$ cat src/rtl/rectangle_canvas_painter_macros.svh
// Assertion macros shared by the rectangle canvas painter RTL.
// Each macro takes a label, the clock, the reset and the checked expressions.
`ifndef RECTANGLE_CANVAS_PAINTER_MACROS_SVH
`define RECTANGLE_CANVAS_PAINTER_MACROS_SVH

// The consequent must hold in the same cycle as the antecedent.
`define RCP_ASSERT_IMP(lbl, clk, rst, ante, cons, msg) \
  lbl: assert property (@(posedge clk) disable iff (rst) (ante) |-> (cons)) \
    else $error(msg);

// The consequent must hold in the cycle after the antecedent.
`define RCP_ASSERT_NXT(lbl, clk, rst, ante, cons, msg) \
  lbl: assert property (@(posedge clk) disable iff (rst) (ante) |=> (cons)) \
    else $error(msg);

`endif

$ cat src/rtl/rcp_pkg.sv
// Shared types, codes and helpers for the rectangle canvas painter.
// Used by rcp_front, rcp_queue, rcp_back and the top level; depends on nothing.
package rcp_pkg;

  // Width of the signed integer pixel bounds derived from the Q-format inputs.
  localparam int unsigned CRD_W = 22;

  // Request kinds on the input channel.
  localparam logic [1:0] KIND_CLEAR = 2'd0;
  localparam logic [1:0] KIND_DRAW  = 2'd1;
  localparam logic [1:0] KIND_READ  = 2'd2;

  // Result status codes.
  localparam logic [1:0] STAT_OK       = 2'd0;
  localparam logic [1:0] STAT_BAD_SIZE = 2'd1;
  localparam logic [1:0] STAT_OUTSIDE  = 2'd2;

  // Configuration register indexes.
  localparam logic [1:0] CFG_WIDTH      = 2'd0;
  localparam logic [1:0] CFG_HEIGHT     = 2'd1;
  localparam logic [1:0] CFG_BACKGROUND = 2'd2;

  // Operation carried out by the back end.
  typedef enum logic [1:0] {
    OP_NONE,
    OP_CLEAR,
    OP_DRAW,
    OP_READ
  } op_t;

  // Configuration register contents.
  typedef struct packed {
    logic [8:0] width;
    logic [8:0] height;
    logic [7:0] background;
  } cfg_t;

  // Classified request as it travels through the queue.
  typedef struct packed {
    op_t                     op;
    logic                    filled;
    logic signed [CRD_W-1:0] col_min;
    logic signed [CRD_W-1:0] col_max;
    logic signed [CRD_W-1:0] row_min;
    logic signed [CRD_W-1:0] row_max;
    logic [7:0]              paint;
    logic [7:0]              read_col;
    logic [7:0]              read_row;
    logic [1:0]              status;
  } cmd_t;

  // Size register as used: zero acts as one, large values saturate.
  function automatic int unsigned active_size(input logic [8:0] v,
                                              input int unsigned max_side);
    int unsigned r;
    r = int'(v);
    if (r < 1) begin
      r = 1;
    end else if (r > max_side) begin
      r = max_side;
    end
    return r;
  endfunction

endpackage

$ cat src/rtl/rcp_queue.sv
// Two-entry request queue between the front and back ends.
// Depends on rcp_pkg for the request type.
module rcp_queue (
  input  logic          clk,
  input  logic          rst,
  input  logic          push,
  input  rcp_pkg::cmd_t push_cmd,
  output logic          full,
  input  logic          pop,
  output logic          not_empty,
  output rcp_pkg::cmd_t head
);

  rcp_pkg::cmd_t slots [2];
  logic          wr_ptr;
  logic          rd_ptr;
  logic [1:0]    count;

  // Pointers and fill count.
  always_ff @(posedge clk) begin
    if (rst) begin
      wr_ptr <= 1'b0;
      rd_ptr <= 1'b0;
      count  <= 2'd0;
    end else begin
      if (push) begin
        wr_ptr <= !wr_ptr;
      end
      if (pop) begin
        rd_ptr <= !rd_ptr;
      end
      case ({push, pop})
        2'b10:   count <= count + 2'd1;
        2'b01:   count <= count - 2'd1;
        default: ;
      endcase
    end
  end

  // Entry storage.
  always_ff @(posedge clk) begin
    if (push) begin
      slots[wr_ptr] <= push_cmd;
    end
  end

  assign full      = (count == 2'd2);
  assign not_empty = (count != 2'd0);
  assign head      = slots[rd_ptr];

endmodule

$ cat config.mk
export PLATFORM = sky130hd
export DESIGN_NAME = rcp_queue
export DESIGN_NICKNAME = d
export VERILOG_FILES = /design/src/rtl/rectangle_canvas_painter_macros.svh /design/src/rtl/rcp_pkg.sv /design/src/rtl/rcp_queue.sv
export SDC_FILE = /design/constraint.sdc
export NUM_CORES = 1
export LEC_CHECK = 0
export ABC_AREA = 1
export BUFFER_PORTS_ARGS = -buffer_cell sky130_fd_sc_hd__buf_2
export CORE_MARGIN = 2
export CORE_UTILIZATION = 49
export CTS_BUF_LIST = sky130_fd_sc_hd__clkbuf_8
export CTS_CLUSTER_SIZE = 16
export DETAILED_ROUTE_END_ITERATION = 12
export PLACE_DENSITY = 0.75
export SLEW_MARGIN = 20
export SYNTH_ARGS = -nofsm -noshare
export SYNTH_HDL_FRONTEND = slang
export SYNTH_SLANG_ARGS = --single-unit
$ cat constraint.sdc
create_clock -name clk -period 6 [get_ports clk]
set_input_delay 0.9 -clock clk [delete_from_list [all_inputs] [get_ports clk]]
set_output_delay 0.9 -clock clk [all_outputs]
set_load 0.02 [all_outputs]
* Word level (Yosys, flattened, before mapping) *
Memories as Yosys holds them, arrays and structs flattened. A register that Yosys moved wholly into a read port is not among the register bits.
Cells that the tools add are included.

word-level totals
  flip-flop bits (word level) = 4
  memory bits (writable) = 234
  word-level logic and storage cells = 18
  memories = 1

memory list
  name   depth  bits a word  rd ports  clocked after memory_dff  write ports  line             text
  slots  2      117          1         1                         1            rcp_queue.sv:14  rcp_pkg::cmd_t slots [2];

operators by class
  add/sub/neg operators = 2
  eq/ne operators = 3
  multiplexer cells = 5
  reductions and logical operators = 4

operators with widths
  operator                                          count
  == test 2 bit, second input constant              2
  2-to-1 mux 1 bit                                  4
  case mux 2 bit (2 select lines)                   1
  nonzero test 2 bit                                2
  adder 2 x 1 -> 2 bit, second input constant       1
  == test 2 x 1 -> 1 bit, second input constant     1
  zero test 1 bit                                   2
  subtractor 2 x 1 -> 2 bit, second input constant  1

* Longest topological paths before layout *
  depth after elaboration = 3
  gate-level depth with buffers = 7

* Worst setup path before layout *
OpenSTA, ideal clock, no wires.

  kind = input -> register
  from = in push
  to = mem slots[0][0] (netlist name), enable pin
  arrival = 5.859 ns
  setup slack = -0.457 ns
  cell stages on the path = 2
  buffers on the path = 0
  path through = inv_1 > nor2_1

on the way
  cells in the longest elaborated chain, start to end = 2

RTL lines
  item                                    line             text
  from (decl)                             rcp_queue.sv:6   input logic push,
  2-to-1 mux 1 bit                        rcp_queue.sv:42  if (push) begin
  2-to-1 mux 1 bit (implied by the code)  rcp_queue.sv:43  slots[wr_ptr] <= push_cmd;
  to (decl)                               rcp_queue.sv:14

Every way passes these cells.

==> impl_metrics.toml <==
[floorplanning]
dieWidth_microns = 138
fp.coreArea_sq_um = 17400
ioPinCount = 240
die-height_microns = 138
fp-row-count = 48
initial_core_util = 0.504
dieArea_sq_um = 19000

[worst_setup_path]
worstSetupEndpointType = "output pin"
worstPathRequired_ns = 5.10
peak_fanout_along_the_critical_path = 42
worstReg2RegEnd = "slots[1][61]"
critical_path_class = "register to output pin"
worstSetupEndpoint = "head[49]"
r2r_depth = 3
cp-start-kind = "register"
critical_path_arrival_ns = 2.37
reg2reg_setup_slack_ns = 3.73
reg2reg_from = "wr_ptr"

[timing]
final_period_minus_worst_setup_slack_ns = 3.27
setup_slack_ns = 2.73
fin_setup_tns_ns = 0
period_utilization_post_route = 0.544
fmax_mhz = 306
worstMarginPinSlew_ns = 0.808
rsz0062_at_grt = "no"
timing.clock.skew_ns = 0.0200
timing.max_slew.rel_slack = 0.461
report.final.setup_viol = 0
report.final.hold_viol_count = 0
finalMaxSlewViolations = 0

[min_path]
worst_hold_path_type = "register to register"
min_from = "count[1]"

[drt]
drt.antenna.violating_nets = 0
wl_per_cell_microns = 17.7
dr.pass1.iters = 4
drt_first_iter_violations = 249
vias = 4507
detail_route.drc_violations = 0
route.detailed.vias_per_inst = 4.93
postRouteWirelength_microns = 16200

[finish]
reg_area_sq_um = 7130
area_of_the_multi_input_gates_sq_um = 1540
final.fill_count = 1288
layout-area-overhead-vs-synth_pct = 23.5
layout-drive-gt1-share = 0.586
post_layout_nonfiller_instances = 915
stdcell_area_sq_um = 10800
design.final.nets = 789

[place]
dp_wirelength_microns = 10700
post_dp_cell_area_sq_um = 10200
dp_cells = 853
detailedPlace.worstSlack_ns = 3.11
routabilityCongestion = 0.742
port_buffers = 239

[global_routing]
grt.overflow.total = 0
grtUsageTotal = 0.165
grt_first_pass_wirelength_microns = 23600
grt_start_max_net_pins = 61
grt_antenna_before_repair = 3
vias_in_the_first_global_route = 4784

[clock_tree]
cts.repair.resized = 0
post-cts-setup-buffers = 0
clk_pin_slew_ns = 0.06
clock_latency_on_the_worst_skew_pair_ns = 0.51
clock_tree.root_cell = "clkbuf_8"
htree_num_levels = 2
cts_hold_buffers = 0
cts_sinks = 239
ctsLongestPathBuffers = 3
cts_tree = "done"
tritoncts.num_buffers = 37

[pwr]
power-per-cell-area_nw_per_um2 = 327
static-leakage-power_nw = 4.21
power.ir.vdd_worst_uv = 275

[synth]
ys_warn_count = 0
synth.cell_area_sq_um = 8780
synth_nets = 519
ys_seq_elements = 239
synthesis.area_per_instance_sq_um = 22.1
synth.yosys.seq_area_share = 0.812
synth.distinct_cells = 15
syn_inst = 397

[flow_run]
maxcap_viol_count = 0

[run_status]
result_of_the_run = "finished, final reports clean"
[worst min-delay path by stage]
stage,to,cells after the start
final,count[1],2
after global routing,count[1],2
after CTS,count[1],2
after detailed placement,count[1],2
after global placement,count[1],2
after floorplan,count[1],2
[stage by stage]
| stage | hold WS [ns] | power (mW) | util |
|---|---|---|---|
| 4_1_cts | 0.509 | 3.60 | 0.623 |
| 5_1_grt | 0.526 | 3.70 | 0.623 |
| 2_1_floorplan | 0.476 | 2.29 | - |
| 3_5_place_dp | 0.501 | 2.45 | 0.587 |
| 3_3_place_gp | 0.489 | 2.43 | 0.586 |
| 6_report | 0.513 | 3.55 | 0.623 |
[flip-flops by register name, indices dropped and copies added, names as in the netlist, named ones only]
signal	count
wr_ptr	1
count	2
slots	234
rd_ptr	1
[cells in the mapped netlist]
cell,n,share of area
dfxtp_1,5,0.011
buf_2,8,0.0046
buf_6,5,0.0064
nor3_1,1,0.00057
xnor2_1,1,0.0010
inv_1,7,0.0030
mux2_2,87,0.11
nand2_1,6,0.0026
nor2_1,9,0.0038
a21oi_1,1,0.00057
ha_1,1,0.0014
o21ai_0,1,0.00057
edfxtp_1,234,0.80
nand4_1,1,0.00071
mux2_4,30,0.051
[power by group]
| part | switching, mW | leakage, nW | total (mW) | internal, mW |
|---|---|---|---|---|
| sequential | 0.0313 | 2.24 | 1.97 | 1.94 |
| combinational | 0.254 | 1.61 | 0.440 | 0.186 |
| clock | 0.559 | 0.363 | 1.14 | 0.581 |
| total | 0.844 | 4.21 | 3.55 | 2.70 |
[placed cells by master (no fill, tap or decap), drive strengths merged]
| cell type | instances |
|---|---|
| nand4 | 1 |
| xnor2 | 1 |
| clkbuf | 38 |
| diode | 1 |
| ha | 1 |
| o21ai | 1 |
| inv | 20 |
| nor2 | 9 |
| edfxtp | 234 |
| buf | 244 |
| clkinv | 10 |
| nand2 | 6 |
| a21oi | 1 |
| mux2 | 117 |
| nor3 | 1 |
| dfxtp | 5 |
[layer usage]
metal  vias up  part of all wire  track usage
li1       2102                 -            -
met1      2191              0.38        0.189
met2       177              0.51        0.282
met3        33             0.087       0.0618
met4         4             0.022       0.0641
met5         -            0.0014            0
[kinds of logic after synthesis]
logic type	after synthesis	synth area share
mux	117	0.163
xor+xnor	1	0.000998
flops	239	0.812
compound gates	2	0.00114
simple gates	17	0.00770
buf+inv	20	0.0140
fa+ha+maj	1	0.00143
[area by class of cell]
type / count / share of cell area
Sequential cell: 239 / 0.657
Multi-Input combinational cell: 138 / 0.142
Timing Repair Buffer: 244 / 0.116
Clock buffer: 38 / 0.0482
Tap cell: 225 / 0.0260
Clock inverter: 23 / 0.00819
Inverter: 7 / 0.00265
Antenna cell: 1 / 0.000231
[critical path, stage by stage (launching register included)]
cell	delay, ns
dfxtp_4	0.70
buf_4	0.56
mux2_2	0.41
buf_2	0.16
(Power assumes the default switching activity.)
