<file path="config.mk">
export PLATFORM = sky130hd
export DESIGN_NAME = rcp_front
export DESIGN_NICKNAME = d
export VERILOG_FILES = /design/src/rtl/rectangle_canvas_painter_macros.svh /design/src/rtl/rcp_pkg.sv /design/src/rtl/rcp_front.sv
export SDC_FILE = /design/constraint.sdc
export NUM_CORES = 1
export LEC_CHECK = 0
export BUFFER_PORTS_ARGS = -buffer_cell sky130_fd_sc_hd__buf_2
export CAP_MARGIN = 20
export CORE_AREA = 2 2 105 107
export DETAILED_ROUTE_END_ITERATION = 16
export DIE_AREA = 0 0 107 109
export GPL_ROUTABILITY_DRIVEN = 1
export GPL_TIMING_DRIVEN = 1
export PLACE_DENSITY = 0.71
export SETUP_SLACK_MARGIN = 0.05
export SYNTH_ARGS = -nofsm -noshare
export SYNTH_HDL_FRONTEND = slang
export SYNTH_SLANG_ARGS = --single-unit
</file>
<file path="constraint.sdc">
create_clock -name clk -period 6.9 [get_ports clk]
set_clock_uncertainty 0.1 [all_clocks]
set_input_delay 1.38 -clock clk [delete_from_list [all_inputs] [get_ports clk]]
set_output_delay 1.38 -clock clk [all_outputs]
set_load 0.1 [all_outputs]
</file>
<file path="src/rtl/rectangle_canvas_painter_macros.svh">
// Assertion macros shared by the rectangle canvas painter RTL.
// Each macro takes a label, the clock, the reset and the checked expressions.
`ifndef RECTANGLE_CANVAS_PAINTER_MACROS_SVH
`define RECTANGLE_CANVAS_PAINTER_MACROS_SVH

// The consequent must hold in the same cycle as the antecedent.
`define RCP_ASSERT_IMP(lbl, clk, rst, ante, cons, msg) \
  lbl: assert property (@(posedge clk) disable iff (rst) (ante) |-> (cons)) \
    else $error(msg);

// The consequent must hold in the cycle after the antecedent.
`define RCP_ASSERT_NXT(lbl, clk, rst, ante, cons, msg) \
  lbl: assert property (@(posedge clk) disable iff (rst) (ante) |=> (cons)) \
    else $error(msg);

`endif

</file>
<file path="src/rtl/rcp_pkg.sv">
// Shared types, codes and helpers for the rectangle canvas painter.
// Used by rcp_front, rcp_queue, rcp_back and the top level; depends on nothing.
package rcp_pkg;

  // Width of the signed integer pixel bounds derived from the Q-format inputs.
  localparam int unsigned CRD_W = 22;

  // Request kinds on the input channel.
  localparam logic [1:0] KIND_CLEAR = 2'd0;
  localparam logic [1:0] KIND_DRAW  = 2'd1;
  localparam logic [1:0] KIND_READ  = 2'd2;

  // Result status codes.
  localparam logic [1:0] STAT_OK       = 2'd0;
  localparam logic [1:0] STAT_BAD_SIZE = 2'd1;
  localparam logic [1:0] STAT_OUTSIDE  = 2'd2;

  // Configuration register indexes.
  localparam logic [1:0] CFG_WIDTH      = 2'd0;
  localparam logic [1:0] CFG_HEIGHT     = 2'd1;
  localparam logic [1:0] CFG_BACKGROUND = 2'd2;

  // Operation carried out by the back end.
  typedef enum logic [1:0] {
    OP_NONE,
    OP_CLEAR,
    OP_DRAW,
    OP_READ
  } op_t;

  // Configuration register contents.
  typedef struct packed {
    logic [8:0] width;
    logic [8:0] height;
    logic [7:0] background;
  } cfg_t;

  // Classified request as it travels through the queue.
  typedef struct packed {
    op_t                     op;
    logic                    filled;
    logic signed [CRD_W-1:0] col_min;
    logic signed [CRD_W-1:0] col_max;
    logic signed [CRD_W-1:0] row_min;
    logic signed [CRD_W-1:0] row_max;
    logic [7:0]              paint;
    logic [7:0]              read_col;
    logic [7:0]              read_row;
    logic [1:0]              status;
  } cmd_t;

  // Size register as used: zero acts as one, large values saturate.
  function automatic int unsigned active_size(input logic [8:0] v,
                                              input int unsigned max_side);
    int unsigned r;
    r = int'(v);
    if (r < 1) begin
      r = 1;
    end else if (r > max_side) begin
      r = max_side;
    end
    return r;
  endfunction

endpackage

</file>
<file path="src/rtl/rcp_front.sv">
// Front end of the rectangle canvas painter: configuration registers and
// request classification into integer pixel bounds. Depends on rcp_pkg.
module rcp_front #(
  parameter int unsigned MAX_SIDE  = 256,
  parameter int unsigned FRAC_BITS = 8
) (
  input  logic               clk,
  input  logic               rst,
  input  logic               in_valid,
  output logic               in_ready,
  input  logic [1:0]         kind,
  input  logic               rect_filled,
  input  logic signed [19:0] rect_x,
  input  logic signed [19:0] rect_y,
  input  logic signed [19:0] rect_w,
  input  logic signed [19:0] rect_h,
  input  logic [7:0]         paint_char,
  input  logic [7:0]         read_col,
  input  logic [7:0]         read_row,
  input  logic               cfg_valid,
  output logic               cfg_ready,
  input  logic [1:0]         cfg_index,
  input  logic [8:0]         cfg_data,
  input  logic               busy,
  input  logic               q_full,
  output logic               push,
  output rcp_pkg::cmd_t      cmd,
  output rcp_pkg::cfg_t      cfg
);

  localparam int unsigned CRD_W = rcp_pkg::CRD_W;
  localparam int unsigned ONE   = 1 << FRAC_BITS;

  logic [8:0] canvas_width;
  logic [8:0] canvas_height;
  logic [7:0] background_char;

  logic signed [CRD_W-1:0] x0_e, y0_e, w_e, h_e;
  logic signed [CRD_W-1:0] x_lo, x_hi, y_lo, y_hi;
  logic                    size_bad;
  logic                    outside;
  int unsigned             w_act, h_act;

  // Configuration registers; writes are always taken.
  assign cfg_ready = 1'b1;

  always_ff @(posedge clk) begin
    if (rst) begin
      canvas_width    <= 9'd1;
      canvas_height   <= 9'd1;
      background_char <= 8'd32;
    end else if (cfg_valid) begin
      case (cfg_index)
        rcp_pkg::CFG_WIDTH:      canvas_width    <= cfg_data;
        rcp_pkg::CFG_HEIGHT:     canvas_height   <= cfg_data;
        rcp_pkg::CFG_BACKGROUND: background_char <= cfg_data[7:0];
        default: ;
      endcase
    end
  end

  assign cfg = '{width: canvas_width, height: canvas_height,
                 background: background_char};

  // Sign-extend corners and sizes to the bound width.
  assign x0_e = {{(CRD_W-20){rect_x[19]}}, rect_x};
  assign y0_e = {{(CRD_W-20){rect_y[19]}}, rect_y};
  assign w_e  = {{(CRD_W-20){rect_w[19]}}, rect_w};
  assign h_e  = {{(CRD_W-20){rect_h[19]}}, rect_h};

  // Integer bounds: the first pixel at or after the left edge and the last
  // pixel at or before the right edge. A pixel is near an edge exactly when
  // it is the first or last pixel inside on that axis.
  assign x_lo = (x0_e + $signed(CRD_W'(ONE - 1))) >>> FRAC_BITS;
  assign y_lo = (y0_e + $signed(CRD_W'(ONE - 1))) >>> FRAC_BITS;
  assign x_hi = (x0_e + w_e) >>> FRAC_BITS;
  assign y_hi = (y0_e + h_e) >>> FRAC_BITS;

  assign size_bad = rect_w[19] || (rect_w == 20'sd0) || rect_h[19] || (rect_h == 20'sd0);

  // Read bounds against the canvas size in use.
  assign w_act   = rcp_pkg::active_size(canvas_width, MAX_SIDE);
  assign h_act   = rcp_pkg::active_size(canvas_height, MAX_SIDE);
  assign outside = (32'(read_col) >= w_act) || (32'(read_row) >= h_act);

  // Classify the request.
  always_comb begin
    cmd          = '0;
    cmd.op       = rcp_pkg::OP_NONE;
    cmd.filled   = rect_filled;
    cmd.col_min  = x_lo;
    cmd.col_max  = x_hi;
    cmd.row_min  = y_lo;
    cmd.row_max  = y_hi;
    cmd.paint    = paint_char;
    cmd.read_col = read_col;
    cmd.read_row = read_row;
    cmd.status   = rcp_pkg::STAT_OK;
    case (kind)
      rcp_pkg::KIND_CLEAR: begin
        cmd.op = rcp_pkg::OP_CLEAR;
      end
      rcp_pkg::KIND_DRAW: begin
        if (size_bad) begin
          cmd.status = rcp_pkg::STAT_BAD_SIZE;
        end else begin
          cmd.op = rcp_pkg::OP_DRAW;
        end
      end
      rcp_pkg::KIND_READ: begin
        if (outside) begin
          cmd.status = rcp_pkg::STAT_OUTSIDE;
        end else begin
          cmd.op = rcp_pkg::OP_READ;
        end
      end
      default: ;
    endcase
  end

  // Requests are held off while the queue is full or the canvas is clearing.
  assign in_ready = !q_full && !busy;
  assign push     = in_valid && in_ready;

endmodule

</file>
# [Word-level counts from Yosys, hierarchy flattened]
# Index checks and enable logic that the tools add are counted.
[word_totals] regBits=26 output_inout_bits=146 in_bits=124 word_cells=42
[classes] reduce_logical=15 n_mux=10 addsub=4 magnitude_cmp=6 eq_ne=4
[op_table] op="$ge 8x32->1" count=2
[op_table] op="$add 20x20->21" count=2
[op_table] op="$add 20x9->21 const B" count=2
[op_table] op="$logic_not 20->1" count=2
[op_table] op="$mux 9" count=4
[op_table] op="$gt 9x9->1 const B" count=2
[op_table] op="$lt 9x1->1 const B" count=2
[op_table] op="$mux 2" count=3
[op_table] op="$pmux 2 s3" count=1
[op_table] op="$reduce_and 2->1" count=3
[op_table] op="$eq 2x1->1 const B" count=2
[op_table] op="$eq 2x2->1 const B" count=2
[op_table] op="$logic_not 2->1" count=2
[op_table] op="$logic_or 1x1->1" count=4
[op_table] op="$pmux 2 s2" count=1
[op_table] op="$logic_and 1x1->1" count=2
[op_table] op="$logic_not 1->1" count=2
[op_table] op="$mux 1" count=1

# [Logic depth before layout (Yosys ltp)]
[depth] word_depth=7 mapped_depth=11 ltp_nobuf=11

# [Worst setup path before layout]
# OpenSTA, ideal clock, no wires.
[synth_timing] path_kind="input-to-output" start="input port rect_y[5]" end="output port cmd[39] (netlist bit)" n_path_buf=1 stages=9 arrival_ns=5.930 setup_slack_ns=-0.510 path_cell_list="ha_1 a211oi_1 nor2_1 o22ai_1 o31ai_1 nand4_1 o211ai_1 o31ai_1 buf_4"
[synth_lines] item="start: declaration" line_no="rcp_front.sv:14" source="input logic signed [19:0] rect_y,"
[synth_lines] item="end: declaration" line_no="rcp_front.sv:27" source="output rcp_pkg::cmd_t cmd,"

==> results.json <==
{
  "status": "completed",
  "r2r_slack_ns": 5.97,
  "dieArea_um2": 11700,
  "post_cts_buffers": 0,
  "clk_pin_slew_ns": 0.08,
  "synth_cell_types": 53,
  "synth_top_area_share_pct": 18.7,
  "hold_viol": 0,
  "finalMaxSlewViolations": 0,
  "areaGrowthSynthToFinish_pct": 25.4,
  "ys_ff_latch": 26,
  "antenna_found_initial": 1,
  "wl_per_cell_um": 14.2,
  "crit_fanout": 10,
  "powerDensity_nw_per_um2": 228,
  "drive_above_1_share_pct": 41.6,
  "cts_resized": 0,
  "h-tree-depth": 1,
  "hpwl_um": 10100,
  "finalNonFillerCells": 803,
  "ys.flop_type": "dfxtp_1",
  "ctsRootBufferMaster": "clkbuf_8",
  "final_core_utilization_pct": 45.9,
  "synth_top_area_cell": "ha_1",
  "post-route-min-period_ns": 5.51,
  "die_x_um": 107,
  "dr.pass1.iters": 4,
  "io_buffers": 250,
  "grt_start_max_net_pins": 27,
  "nNetsFinal": 847,
  "vias": 4031,
  "synth_edf_count": 0,
  "drt_iter0_drc": 161,
  "cts_buffer_depth": 2,
  "setup_tns_ns": 0,
  "worstPathArrival_ns": 4.03,
  "placedCellCount": 800,
  "holdCritPathClass": "register to register",
  "clock_latency_ns": 0.26,
  "cts_sinks": 26,
  "p_leak_nw": 2.55,
  "core_um2": 10600,
  "rows": 38,
  "slew_headroom_pct": 53.4,
  "cap_violations": 0,
  "syn_avg_cell_area_um2": 8.10,
  "setup_viol": 0,
  "overflow": 0,
  "die_y_um": 109,
  "initial_core_util_pct": 36.6,
  "worst_pin_slew_ns": 0.692,
  "grt.total_usage_pct": 18.4,
  "synth_seq_area_share_pct": 13.4,
  "routed_wirelength_um": 11400,
  "synthArstFlopShare_pct": 0,
  "io_pins": 270,
  "syn_area_um2": 3880,
  "grt_pass1_vias": 3808,
  "ant_nets": 0,
  "routabilityCongestion": 0.913,
  "timing.fmax_ghz": 0.182,
  "syn-num-nets": 661,
  "critPathRequiredTime_ns": 5.42,
  "vdd_drop_max_mv": 0.147,
  "grt_pass1_wl_um": 17700,
  "synthTopCellsByArea": "ha_1 (19%), dfxtp_1 (13%), buf_4 (12%)",
  "post-route-drc-count": 0,
  "yosysWarnings": 0,
  "antenna_cells": 0,
  "start_kind": "primary input",
  "syn_inst": 479,
  "path_class": "primary input to primary output",
  "hold_buffers": 0,
  "endpoint_kind": "primary output",
  "cts_tree": "built",
  "vias_per_cell": 5.02,
  "finalCritPeriodShare_pct": 79.8,
  "cts_buffers": 3,
  "rsz0062_at_grt": "false"
}
## where the power goes
group / total [mW] / internal [mW] / switching (mW) / leakage [nW]
Combinational: 0.868 / 0.157 / 0.711 / 2.31
Sequential: 0.161 / 0.155 / 0.00548 / 0.212
Clock: 0.0826 / 0.0390 / 0.0436 / 0.0216
Total: 1.11 / 0.351 / 0.760 / 2.55
## synthesized netlist by cell type, drive strengths merged, types with 4 or more instances
master	n
buf	63
ha	58
nor2	52
xnor2	28
dfxtp	26
a21oi	25
nand2b	22
mux2i	21
nand2	20
a21o	15
inv	15
xor2	14
nor4	13
nand3	11
o21ai	11
nor3	10
clkbuf	7
nand4	7
a211o	5
and3	5
nor2b	5
o21a	5
or4	4
## final timing paths
check,start,endpoint,cells past startpoint
hold / removal,background_char[5],background_char[5],1
setup reg to reg,canvas_width[0],canvas_width[0],2
setup / recovery,rect_x[7],cmd[88],10
hold reg to reg,background_char[5],background_char[5],1
## through the flow
stage	hold slack [ns]	cell area, µm²	power (mW)	setup slack (ns)
after floorplan	0.864	3890	0.941	0.525
after global placement	0.342	4820	1.03	1.44
after detailed placement	0.357	4820	1.03	1.39
after CTS	0.376	4870	1.11	1.38
after global routing	0.426	4870	1.16	1.21
final	0.381	4870	1.11	1.39
## state kept, by name, summed over array words and instances, names as in the netlist
register / count
canvas_width: 9
background_char: 8
canvas_height: 9
## area by class of cell
cell class              instances  area [µm²]
repair buffers                251        1260
inverters                      15        56.3
well taps                     140         175
fillers                      1054        5740
flip-flops and latches         26         520
multi-input cells             368        2810
clock buffers                   3        41.3
## placed cells by master (no fill, tap or decap), types with 9 or more instances in the layout
cell	instances
nand2b_1	22
xnor2_1	28
ha_1	58
dfxtp_1	26
a21oi_1	24
buf_2	250
nand3_1	9
a21o_1	15
nor4_1	13
nor3_1	10
inv_1	15
nor2_1	49
xor2_1	14
mux2i_1	21
nand2_1	20
o21ai_0	9
## critical path, stage by stage
cell and delay (ns):
buf_2 0.11, ha_1 0.34, a211o_1 0.30, a31oi_1 0.18, o221ai_2 0.19, o31ai_4 0.30
nor2_2 0.11, a211o_1 0.29, o21ai_0 0.27, buf_2 0.55
## cells by family (layout without fill, tap and decap cells)
logic type               after synthesis  in the layout  share of synthesized area, %
adder cells (fa/ha/maj)               58             58                          18.7
flip-flops                            26             26                          13.4
AND/OR/NAND/NOR                      162            162                          22.6
multiplexers                          21             21                          5.42
other                                  1              1                        0.0966
XOR/XNOR                              42             42                          9.48
AO/OA/AOI/OAI                         84             84                          16.1
buffers and inverters                 85            269                          14.2
## routing by layer
| layer | vias to the layer above | GRT usage [%] | share of wire, % |
|---|---|---|---|
| met5 | - | 0 | 0.11 |
| met3 | 18 | 2.81 | 7.2 |
| met2 | 178 | 36.3 | 51 |
| met1 | 1826 | 21.0 | 40 |
| met4 | 2 | 3.43 | 1.2 |
| li1 | 2007 | - | - |
(Power assumes the default switching activity.)
